`src/rtl/core/pcr_pkg.sv`:
```
// pcr_pkg: shared widths, point and queue types for the collinear point reducer.
// No dependencies; imported by every module under rtl/core.
package pcr_pkg;

  localparam int COORD_W  = 16;
  localparam int DIFF_W   = COORD_W + 1;
  localparam int PROD_W   = 2 * DIFF_W;
  localparam int SUM_W    = PROD_W + 1;
  localparam int TOL_W    = 16;
  localparam int TOLSQ_W  = 2 * TOL_W;
  localparam int CMP_W    = (SUM_W > TOLSQ_W) ? SUM_W : TOLSQ_W;

  localparam int QDEPTH   = 4;
  localparam int QPTR_W   = $clog2(QDEPTH);
  localparam int QCNT_W   = $clog2(QDEPTH + 1);

  typedef struct packed {
    logic [COORD_W-1:0] x;
    logic [COORD_W-1:0] y;
    logic               last;
  } point_t;

  typedef struct packed {
    logic   push0;
    logic   push1;
    point_t p0;
    point_t p1;
  } q_push_t;

  typedef struct packed {
    logic [QCNT_W-1:0] count;
    logic              room;
    logic              nonempty;
  } q_status_t;

endpackage

```
`src/rtl/core/polyline_collinear_reduce_unit.sv`:
```
// polyline_collinear_reduce_unit: top level of the collinear point reducer.
// Depends on pcr_pkg, pcr_front, pcr_queue, pcr_back.
//
// Usage:
//   Input channel (in_valid/in_ready, in_x, in_y, last_point) takes one point
//   per request; last_point closes the polyline. Output channel (out_valid/
//   out_ready, out_x, out_y, out_last) delivers kept points, out_last on the
//   final one of each polyline.
//   cfg_we/cfg_data write the distance tolerance; write only while idle. The
//   squared tolerance is used from the following cycle.
//   Throughput: one point per cycle while in_ready is high. Each point is
//   classified in the cycle it is accepted (two subtracts, two 17x17
//   multiplies, add or subtract, compare with the registered tolerance
//   squared) and yields zero, one or two kept points. Accepted points pass
//   through the queue memory and then the output register. A four-entry
//   queue sits between classifier and output register; in_ready is high
//   while at least two entries are free, so a stalled receiver fills the
//   queue and then holds off input; two results of a point leave one by one.
//   Reset: synchronous; clears the polyline phase, the tolerance, the queue
//   and the output valid flag.
module polyline_collinear_reduce_unit import pcr_pkg::*; (
  input  logic                      clk,
  input  logic                      rst,
  input  logic                      cfg_we,
  input  logic [TOL_W-1:0]          cfg_data,
  input  logic                      in_valid,
  output logic                      in_ready,
  input  logic signed [COORD_W-1:0] in_x,
  input  logic signed [COORD_W-1:0] in_y,
  input  logic                      last_point,
  output logic                      out_valid,
  input  logic                      out_ready,
  output logic signed [COORD_W-1:0] out_x,
  output logic signed [COORD_W-1:0] out_y,
  output logic                      out_last
);

  q_push_t   q_push;
  q_status_t q_status;
  point_t    head;
  logic      pop;

  pcr_front u_front (
    .clk        (clk),
    .rst        (rst),
    .cfg_we     (cfg_we),
    .cfg_data   (cfg_data),
    .in_valid   (in_valid),
    .in_ready   (in_ready),
    .in_x       (in_x),
    .in_y       (in_y),
    .last_point (last_point),
    .q_status   (q_status),
    .q_push     (q_push)
  );

  pcr_queue u_queue (
    .clk      (clk),
    .rst      (rst),
    .q_push   (q_push),
    .pop      (pop),
    .head     (head),
    .q_status (q_status)
  );

  pcr_back u_back (
    .clk        (clk),
    .rst        (rst),
    .q_nonempty (q_status.nonempty),
    .head       (head),
    .pop        (pop),
    .out_valid  (out_valid),
    .out_ready  (out_ready),
    .out_x      (out_x),
    .out_y      (out_y),
    .out_last   (out_last)
  );

`ifndef NO_ASSERTIONS
  a_q_bound: assert property (@(posedge clk) disable iff (rst)
    q_status.count <= QCNT_W'(QDEPTH))
    else $error("queue over depth");

  a_ready_room: assert property (@(posedge clk) disable iff (rst)
    in_ready |-> (q_status.count <= QCNT_W'(QDEPTH - 2)))
    else $error("input taken without room for two points");

  a_push_order: assert property (@(posedge clk) disable iff (rst)
    q_push.push1 |-> q_push.push0)
    else $error("second push without first");

  a_pop_nonempty: assert property (@(posedge clk) disable iff (rst)
    pop |-> (q_status.count != '0))
    else $error("pop from empty queue");

  a_reset_out: assert property (@(posedge clk)
    rst |=> !out_valid)
    else $error("output valid after reset");
`endif

endmodule

```
`src/rtl/core/pcr_front.sv`:
```
// pcr_front: accepts input points, holds anchor/direction/pending state and
// decides which points are kept. Pushes up to two kept points per request.
// Depends on pcr_pkg.
module pcr_front import pcr_pkg::*; (
  input  logic                      clk,
  input  logic                      rst,
  input  logic                      cfg_we,
  input  logic [TOL_W-1:0]          cfg_data,
  input  logic                      in_valid,
  output logic                      in_ready,
  input  logic signed [COORD_W-1:0] in_x,
  input  logic signed [COORD_W-1:0] in_y,
  input  logic                      last_point,
  input  q_status_t                 q_status,
  output q_push_t                   q_push
);

  typedef enum logic [1:0] {
    PH_IDLE   = 2'd0,
    PH_SEARCH = 2'd1,
    PH_TRACK  = 2'd2
  } phase_t;

  phase_t             phase, phase_next;
  logic [TOLSQ_W-1:0] tol_sq;
  logic [COORD_W-1:0] anchor_x, anchor_y, anchor_x_next, anchor_y_next;
  logic [COORD_W-1:0] pending_x, pending_y, pending_x_next, pending_y_next;
  logic [DIFF_W-1:0]  dir_x, dir_y, dir_x_next, dir_y_next;

  logic                     accept, track;
  logic signed [DIFF_W-1:0] tx, ty, opa1, opa2;
  logic signed [PROD_W-1:0] m1, m2;
  logic signed [SUM_W-1:0]  m1_ext, m2_ext, sum;
  logic [SUM_W-1:0]         mag;
  logic                     hit;
  point_t                   cur_pt, pend_pt, anch_pt;

  assign in_ready = q_status.room;
  assign accept   = in_valid && in_ready;
  assign track    = (phase == PH_TRACK);

  // t = point - anchor; same operands serve squared distance and cross product
  assign tx   = {in_x[COORD_W-1], in_x} - {anchor_x[COORD_W-1], anchor_x};
  assign ty   = {in_y[COORD_W-1], in_y} - {anchor_y[COORD_W-1], anchor_y};
  assign opa1 = track ? dir_x : ty;
  assign opa2 = track ? dir_y : tx;
  assign m1   = opa1 * ty;
  assign m2   = opa2 * tx;

  assign m1_ext = {m1[PROD_W-1], m1};
  assign m2_ext = {m2[PROD_W-1], m2};
  assign sum    = track ? (m1_ext - m2_ext) : (m1_ext + m2_ext);
  assign mag    = sum[SUM_W-1] ? SUM_W'(-sum) : SUM_W'(sum);
  assign hit    = CMP_W'(mag) >= CMP_W'(tol_sq);

  assign cur_pt  = '{x: in_x,      y: in_y,      last: 1'b1};
  assign pend_pt = '{x: pending_x, y: pending_y, last: 1'b0};
  assign anch_pt = '{x: anchor_x,  y: anchor_y,  last: 1'b0};

  always_comb begin
    phase_next     = phase;
    anchor_x_next  = anchor_x;
    anchor_y_next  = anchor_y;
    pending_x_next = pending_x;
    pending_y_next = pending_y;
    dir_x_next     = dir_x;
    dir_y_next     = dir_y;
    q_push         = '0;
    if (accept) begin
      case (phase)
        PH_SEARCH: begin
          if (!hit) begin
            if (last_point) begin
              q_push.push0 = 1'b1;
              q_push.p0    = '{x: anchor_x, y: anchor_y, last: 1'b1};
              phase_next   = PH_IDLE;
            end
          end else begin
            q_push.push0 = 1'b1;
            q_push.p0    = anch_pt;
            if (last_point) begin
              q_push.push1 = 1'b1;
              q_push.p1    = cur_pt;
              phase_next   = PH_IDLE;
            end else begin
              dir_x_next     = tx;
              dir_y_next     = ty;
              pending_x_next = in_x;
              pending_y_next = in_y;
              phase_next     = PH_TRACK;
            end
          end
        end
        PH_TRACK: begin
          if (hit) begin
            q_push.push0  = 1'b1;
            q_push.p0     = pend_pt;
            anchor_x_next = pending_x;
            anchor_y_next = pending_y;
            dir_x_next    = {in_x[COORD_W-1], in_x} - {pending_x[COORD_W-1], pending_x};
            dir_y_next    = {in_y[COORD_W-1], in_y} - {pending_y[COORD_W-1], pending_y};
          end
          pending_x_next = in_x;
          pending_y_next = in_y;
          if (last_point) begin
            if (hit) begin
              q_push.push1 = 1'b1;
              q_push.p1    = cur_pt;
            end else begin
              q_push.push0 = 1'b1;
              q_push.p0    = cur_pt;
            end
            phase_next = PH_IDLE;
          end
        end
        default: begin
          if (last_point) begin
            q_push.push0 = 1'b1;
            q_push.p0    = cur_pt;
            phase_next   = PH_IDLE;
          end else begin
            anchor_x_next = in_x;
            anchor_y_next = in_y;
            phase_next    = PH_SEARCH;
          end
        end
      endcase
    end
  end

  always_ff @(posedge clk) begin
    if (rst) begin
      phase  <= PH_IDLE;
      tol_sq <= '0;
    end else begin
      phase <= phase_next;
      if (cfg_we) begin
        tol_sq <= TOLSQ_W'(cfg_data) * TOLSQ_W'(cfg_data);
      end
    end
    anchor_x  <= anchor_x_next;
    anchor_y  <= anchor_y_next;
    pending_x <= pending_x_next;
    pending_y <= pending_y_next;
    dir_x     <= dir_x_next;
    dir_y     <= dir_y_next;
  end

endmodule

```
`src/rtl/core/pcr_queue.sv`:
```
// pcr_queue: small queue of kept points between front and back; two writes,
// one read per cycle. Depends on pcr_pkg.
module pcr_queue import pcr_pkg::*; (
  input  logic      clk,
  input  logic      rst,
  input  q_push_t   q_push,
  input  logic      pop,
  output point_t    head,
  output q_status_t q_status
);

  point_t            mem [QDEPTH];
  logic [QPTR_W-1:0] wr_ptr, rd_ptr;
  logic [QCNT_W-1:0] count, count_next;
  logic [QPTR_W-1:0] wr_ptr1;
  logic              do_pop;

  assign wr_ptr1 = wr_ptr + QPTR_W'(1);
  assign do_pop  = pop && (count != '0);
  assign head    = mem[rd_ptr];

  assign count_next = count + QCNT_W'(q_push.push0) + QCNT_W'(q_push.push1)
                      - QCNT_W'(do_pop);

  assign q_status.count    = count;
  assign q_status.room     = (count <= QCNT_W'(QDEPTH - 2));
  assign q_status.nonempty = (count != '0);

  always_ff @(posedge clk) begin
    if (rst) begin
      wr_ptr <= '0;
      rd_ptr <= '0;
      count  <= '0;
    end else begin
      wr_ptr <= wr_ptr + QPTR_W'(q_push.push0) + QPTR_W'(q_push.push1);
      if (do_pop) begin
        rd_ptr <= rd_ptr + QPTR_W'(1);
      end
      count <= count_next;
    end
    if (q_push.push0) begin
      mem[wr_ptr] <= q_push.p0;
    end
    if (q_push.push1) begin
      mem[wr_ptr1] <= q_push.p1;
    end
  end

endmodule

```
`src/rtl/core/pcr_back.sv`:
```
// pcr_back: output register; drains the point queue onto the result channel.
// Depends on pcr_pkg.
module pcr_back import pcr_pkg::*; (
  input  logic                      clk,
  input  logic                      rst,
  input  logic                      q_nonempty,
  input  point_t                    head,
  output logic                      pop,
  output logic                      out_valid,
  input  logic                      out_ready,
  output logic signed [COORD_W-1:0] out_x,
  output logic signed [COORD_W-1:0] out_y,
  output logic                      out_last
);

  assign pop = q_nonempty && (!out_valid || out_ready);

  always_ff @(posedge clk) begin
    if (rst) begin
      out_valid <= 1'b0;
    end else if (pop) begin
      out_valid <= 1'b1;
    end else if (out_ready) begin
      out_valid <= 1'b0;
    end
    if (pop) begin
      out_x    <= head.x;
      out_y    <= head.y;
      out_last <= head.last;
    end
  end

endmodule
```
`config.mk`:
```
export PLATFORM = sky130hd
export DESIGN_NAME = polyline_collinear_reduce_unit
export DESIGN_NICKNAME = d
export VERILOG_FILES = /design/src/rtl/core/pcr_pkg.sv /design/src/rtl/core/polyline_collinear_reduce_unit.sv /design/src/rtl/core/pcr_front.sv /design/src/rtl/core/pcr_queue.sv /design/src/rtl/core/pcr_back.sv
export SDC_FILE = /design/constraint.sdc
export NUM_CORES = 2
export LEC_CHECK = 0
export ABC_CLOCK_PERIOD_IN_PS = 28000
export BUFFER_PORTS_ARGS = -buffer_cell sky130_fd_sc_hd__buf_4
export CELL_PAD_IN_SITES_DETAIL_PLACEMENT = 0
export CELL_PAD_IN_SITES_GLOBAL_PLACEMENT = 1
export CORE_MARGIN = 3
export CORE_UTILIZATION = 50
export CTS_CLUSTER_DIAMETER = 50
export DETAILED_ROUTE_END_ITERATION = 10
export PLACE_DENSITY_LB_ADDON = 0.1
export REMOVE_ABC_BUFFERS = 1
export SYNTH_ARGS = -nofsm -noshare
export SYNTH_HDL_FRONTEND = slang
export SYNTH_SLANG_ARGS = --single-unit
```
`constraint.sdc`:
```
create_clock -name clk -period 28 [get_ports clk]
set_input_delay 4.2 -clock clk [delete_from_list [all_inputs] [get_ports clk]]
set_output_delay 4.2 -clock clk [all_outputs]
set_load 0.03 [all_outputs]
```
==> results.md <==
* CTS Buf Count at 44
* CTS clock-pin slew for the worst setup and hold paths at roughly 0.060 ns
* Largest area contributor in the netlist: fa_1
* Post-synthesis sequential area ratio at roughly 18%
* Vias in the first global route at 39,220
* Largest family of logic cells by synthesized area: adder cells
* Required time worst endpoint at about 28 ns
* Synth Cell Area at between 40,000 and 50,000 um2
* # DRC at 0
* Number of synthesized register bits at around 300
* Initial core utilization at approximately half
* Reg2Reg Depth at 72
* RSZ-0062 raised after global routing: no
* All-Layer GR Usage at between 20% and 30%
* Global-route wire length before repair at 225,800 um
* Detailed Place HPWL at roughly 110,000 um
* Simple-gate share of the synthesized area at roughly 14%
* Post-Synth XOR/XNOR Area at 3.970%
* Hold path start: u_front.tol_sq[11]
* CP max-delay cell: mux2i_1
* Top post-synthesis cells by area: fa_1, edfxtp_1, ha_1, inv_1, nand2_1
* Most used cell, CP: o21ai_0
* Stages on worst setup path at 74
* DR vias at 38,070
* Wirelength per Cell at between 20 and 25 um
* Metal-1 WL at around 63,000 um
* Met2 WL at 66,010 um
* ANT nets after route at 0
* CTS tree: yes
* Root buffer cell: clkbuf_16
* RR Startpoint: u_front.anchor_x[0]
* Die Ht at between 300 and 400 um
* Io pins at a little under 90
* RR Endpoint: u_queue.count[2]
* Top cell type's share of synthesized area at 30.73%
* Top Layer Used: met5
* Crit. End Element: register
* Worst-Margin Slew at 1.129 ns
* Startpoint types: input pin
* Adder-Cell Fraction of Synth Area at 40.89%
* Pin count of the biggest net entering global routing at around 170
* Post-CTS Setup Bufs at 0
* Setup TNS at 0 ns
* Sink Count at 304
* RD Place Congestion at roughly 0.93
* Mapped Cells at 5,433
* Outcome: complete, no violations
* DRT Wirelength at between 100,000 and 150,000 um
* WHS Path Cells at 2
* Worst Hold Path EP: u_front.tol_sq[11]
* Compound-Gate Fraction of Synth Area at 11.87%
* Chip width at 321.5 um
* Worst-case clock buffer depth at 3
* Worst skew pair latency at between 0.6 and 0.7 ns
* Post-synth ARST share at 0%
* DRC violation total after the first TritonRoute iteration at around 2,800
* Final period util at 80.09%
* Nets@finish at ~6,700
* Worst Clk Skew at approximately 0.057 ns
* Drt first pass iters at 6
* Ys Warns at 0
* Hold WC Path Type: register to register
* Metal3 WL at between 10,000 and 15,000 um
* # diodes at 0
* Antenna violations before repair at 2
* Minimum clock period at 22.43 ns
* CTS H-tree lvls at 2
* Worst setup path class: input pin to register
* Rows at 115
* Share of layout cells above drive strength 1 at 6.630%
* Buffers on Ports at approximately 90
* Critical path data arrival time at around 23 ns
* Setup-failing EPs final at 0
* Worst Path Max Fanout at 39
* Post-cts resize count at 0
* Max-cap violations at 0
* CP top delay family: compound AO/OA/AOI/OAI gates
* # hold bufs at CTS at 0
* DR vias/cell at roughly 5.6
* Crit path buffers/inverters at 10
* Slew Limit Fails at 0
* Area Growth Syn to Fin at 7.524%
* Total gr overflow at 0
* Slew HR at a little under a quarter
* Average instance area after synthesis at about 9.2 um2
* Die Area at between 100,000 and 150,000 um2
* Post-synthesis mux area share at 2.351%
* Reg-to-reg slack, setup at 9.02 ns
* Netlist cell types at 86
* Number of flops mapped to enable cells by yosys at about 260
* Core area at 98,560 um2
* Top FF cell, synth: edfxtp_1
* Final hold vios at 0
* CP max stage delay at 1.04 ns
* F_max at between 40 and 50 MHz
==> placed cells by master (no fill, tap or decap), drive strengths merged, types with 9 or more instances in the layout <==
master      n
nor2      471
a31oi      21
o2111ai     9
o21ai     161
edfxtp    263
and2       81
nand2     587
o21a       26
nand4      18
ha        404
nand2b    139
a2111oi     9
a21o       76
inv      1049
nor3       44
dfxtp      41
nor2b      44
nand3      38
xor2       63
or2        22
o211ai     10
o22ai     124
a211o      10
fa        764
mux2i      28
a21boi     40
xnor2     160
and3       21
clkinv     22
mux4       33
clkbuf     50
buf       160
o31ai      58
o21bai     19
a211oi     22
a21oi     220
a221oi     35
or3        24
mux2       13
==> through the flow <==
step	cells	hold slack (ns)	cell area [um2]	util, %	worst slack, ns
6_report	6762	0.4669	53520	54.30	5.574
5_1_grt	6762	0.5078	53520	54.30	3.578
4_1_cts	6762	0.4728	53520	54.30	5.711
3_5_place_dp	6680	0.4606	51940	52.70	5.110
3_3_place_gp	6680	0.4541	51940	52.70	5.052
2_1_floorplan	5233	0.4349	48960	-	5.755
==> state kept, by name, indices dropped and copies added (netlist names), 3 cells and up <==
register and count:
u_front.dir_y 17, u_back.out_y 16, u_front.anchor_x 16, u_front.anchor_y 16
u_back.out_x 16, u_front.pending_y 16, u_front.pending_x 16, u_front.dir_x 17
u_queue.mem 132, u_queue.count 3, u_front.tol_sq 31
==> Yosys cell counts, drive strengths merged (76+ instances only) <==
library cell,number
o22ai,124
xnor2,160
nor2,471
a21oi,220
edfxtp,263
nand2b,139
fa,764
a21o,76
nand2,587
o21ai,161
and2,81
inv,1043
ha,404
clkbuf,152
==> final cells by class <==
cell class              count  area (um2)
clock inverters            32       451.7
multi-input cells        3882       36470
flip-flops and latches    304        8720
well taps                1287        1610
fillers                  9158       45050
repair buffers            160        1214
inverters                1047        3930
clock buffers              50        1124
==> logic make-up after synthesis <==
family	after synthesis
AO/OA/AOI/OAI	885
flip-flops	304
multiplexers	74
XOR/XNOR	224
AND/OR/NAND/NOR	1531
adder cells (fa/ha/maj)	1168
buffers and inverters	1247
==> worst reg2reg max path, delay by kind of cell (launching register included) <==
family / cells / cell delay (ns)
xor+xnor: 4 / 0.63
simple gates: 19 / 3.05
fa+ha+maj: 14 / 5.75
flops: 1 / 0.42
buf+inv: 8 / 1.94
compound gates: 26 / 5.99
mux: 1 / 1.04
==> layer usage <==
metal  GRT usage (%)  up-vias
met5               0        -
met4           7.336        4
met3           4.750      236
met2           45.08     1248
met1           39.82    19010
li1                -    17580
==> worst max path at each step <==
stage	to	from	slack (ns)
6_report	u_queue.count[2]	in_x[0]	5.57
5_1_grt	u_queue.count[1]	in_x[0]	3.58
4_1_cts	u_queue.count[2]	in_x[0]	5.71
3_5_place_dp	u_queue.count[2]	in_x[0]	5.11
3_3_place_gp	u_queue.count[2]	in_x[0]	5.05
2_1_floorplan	u_queue.mem[0][0]	in_x[0]	5.75
Power is left out: the tool's default activity adds up to more than one toggle a clock period on the data nets, which glitch-free logic cannot reach.
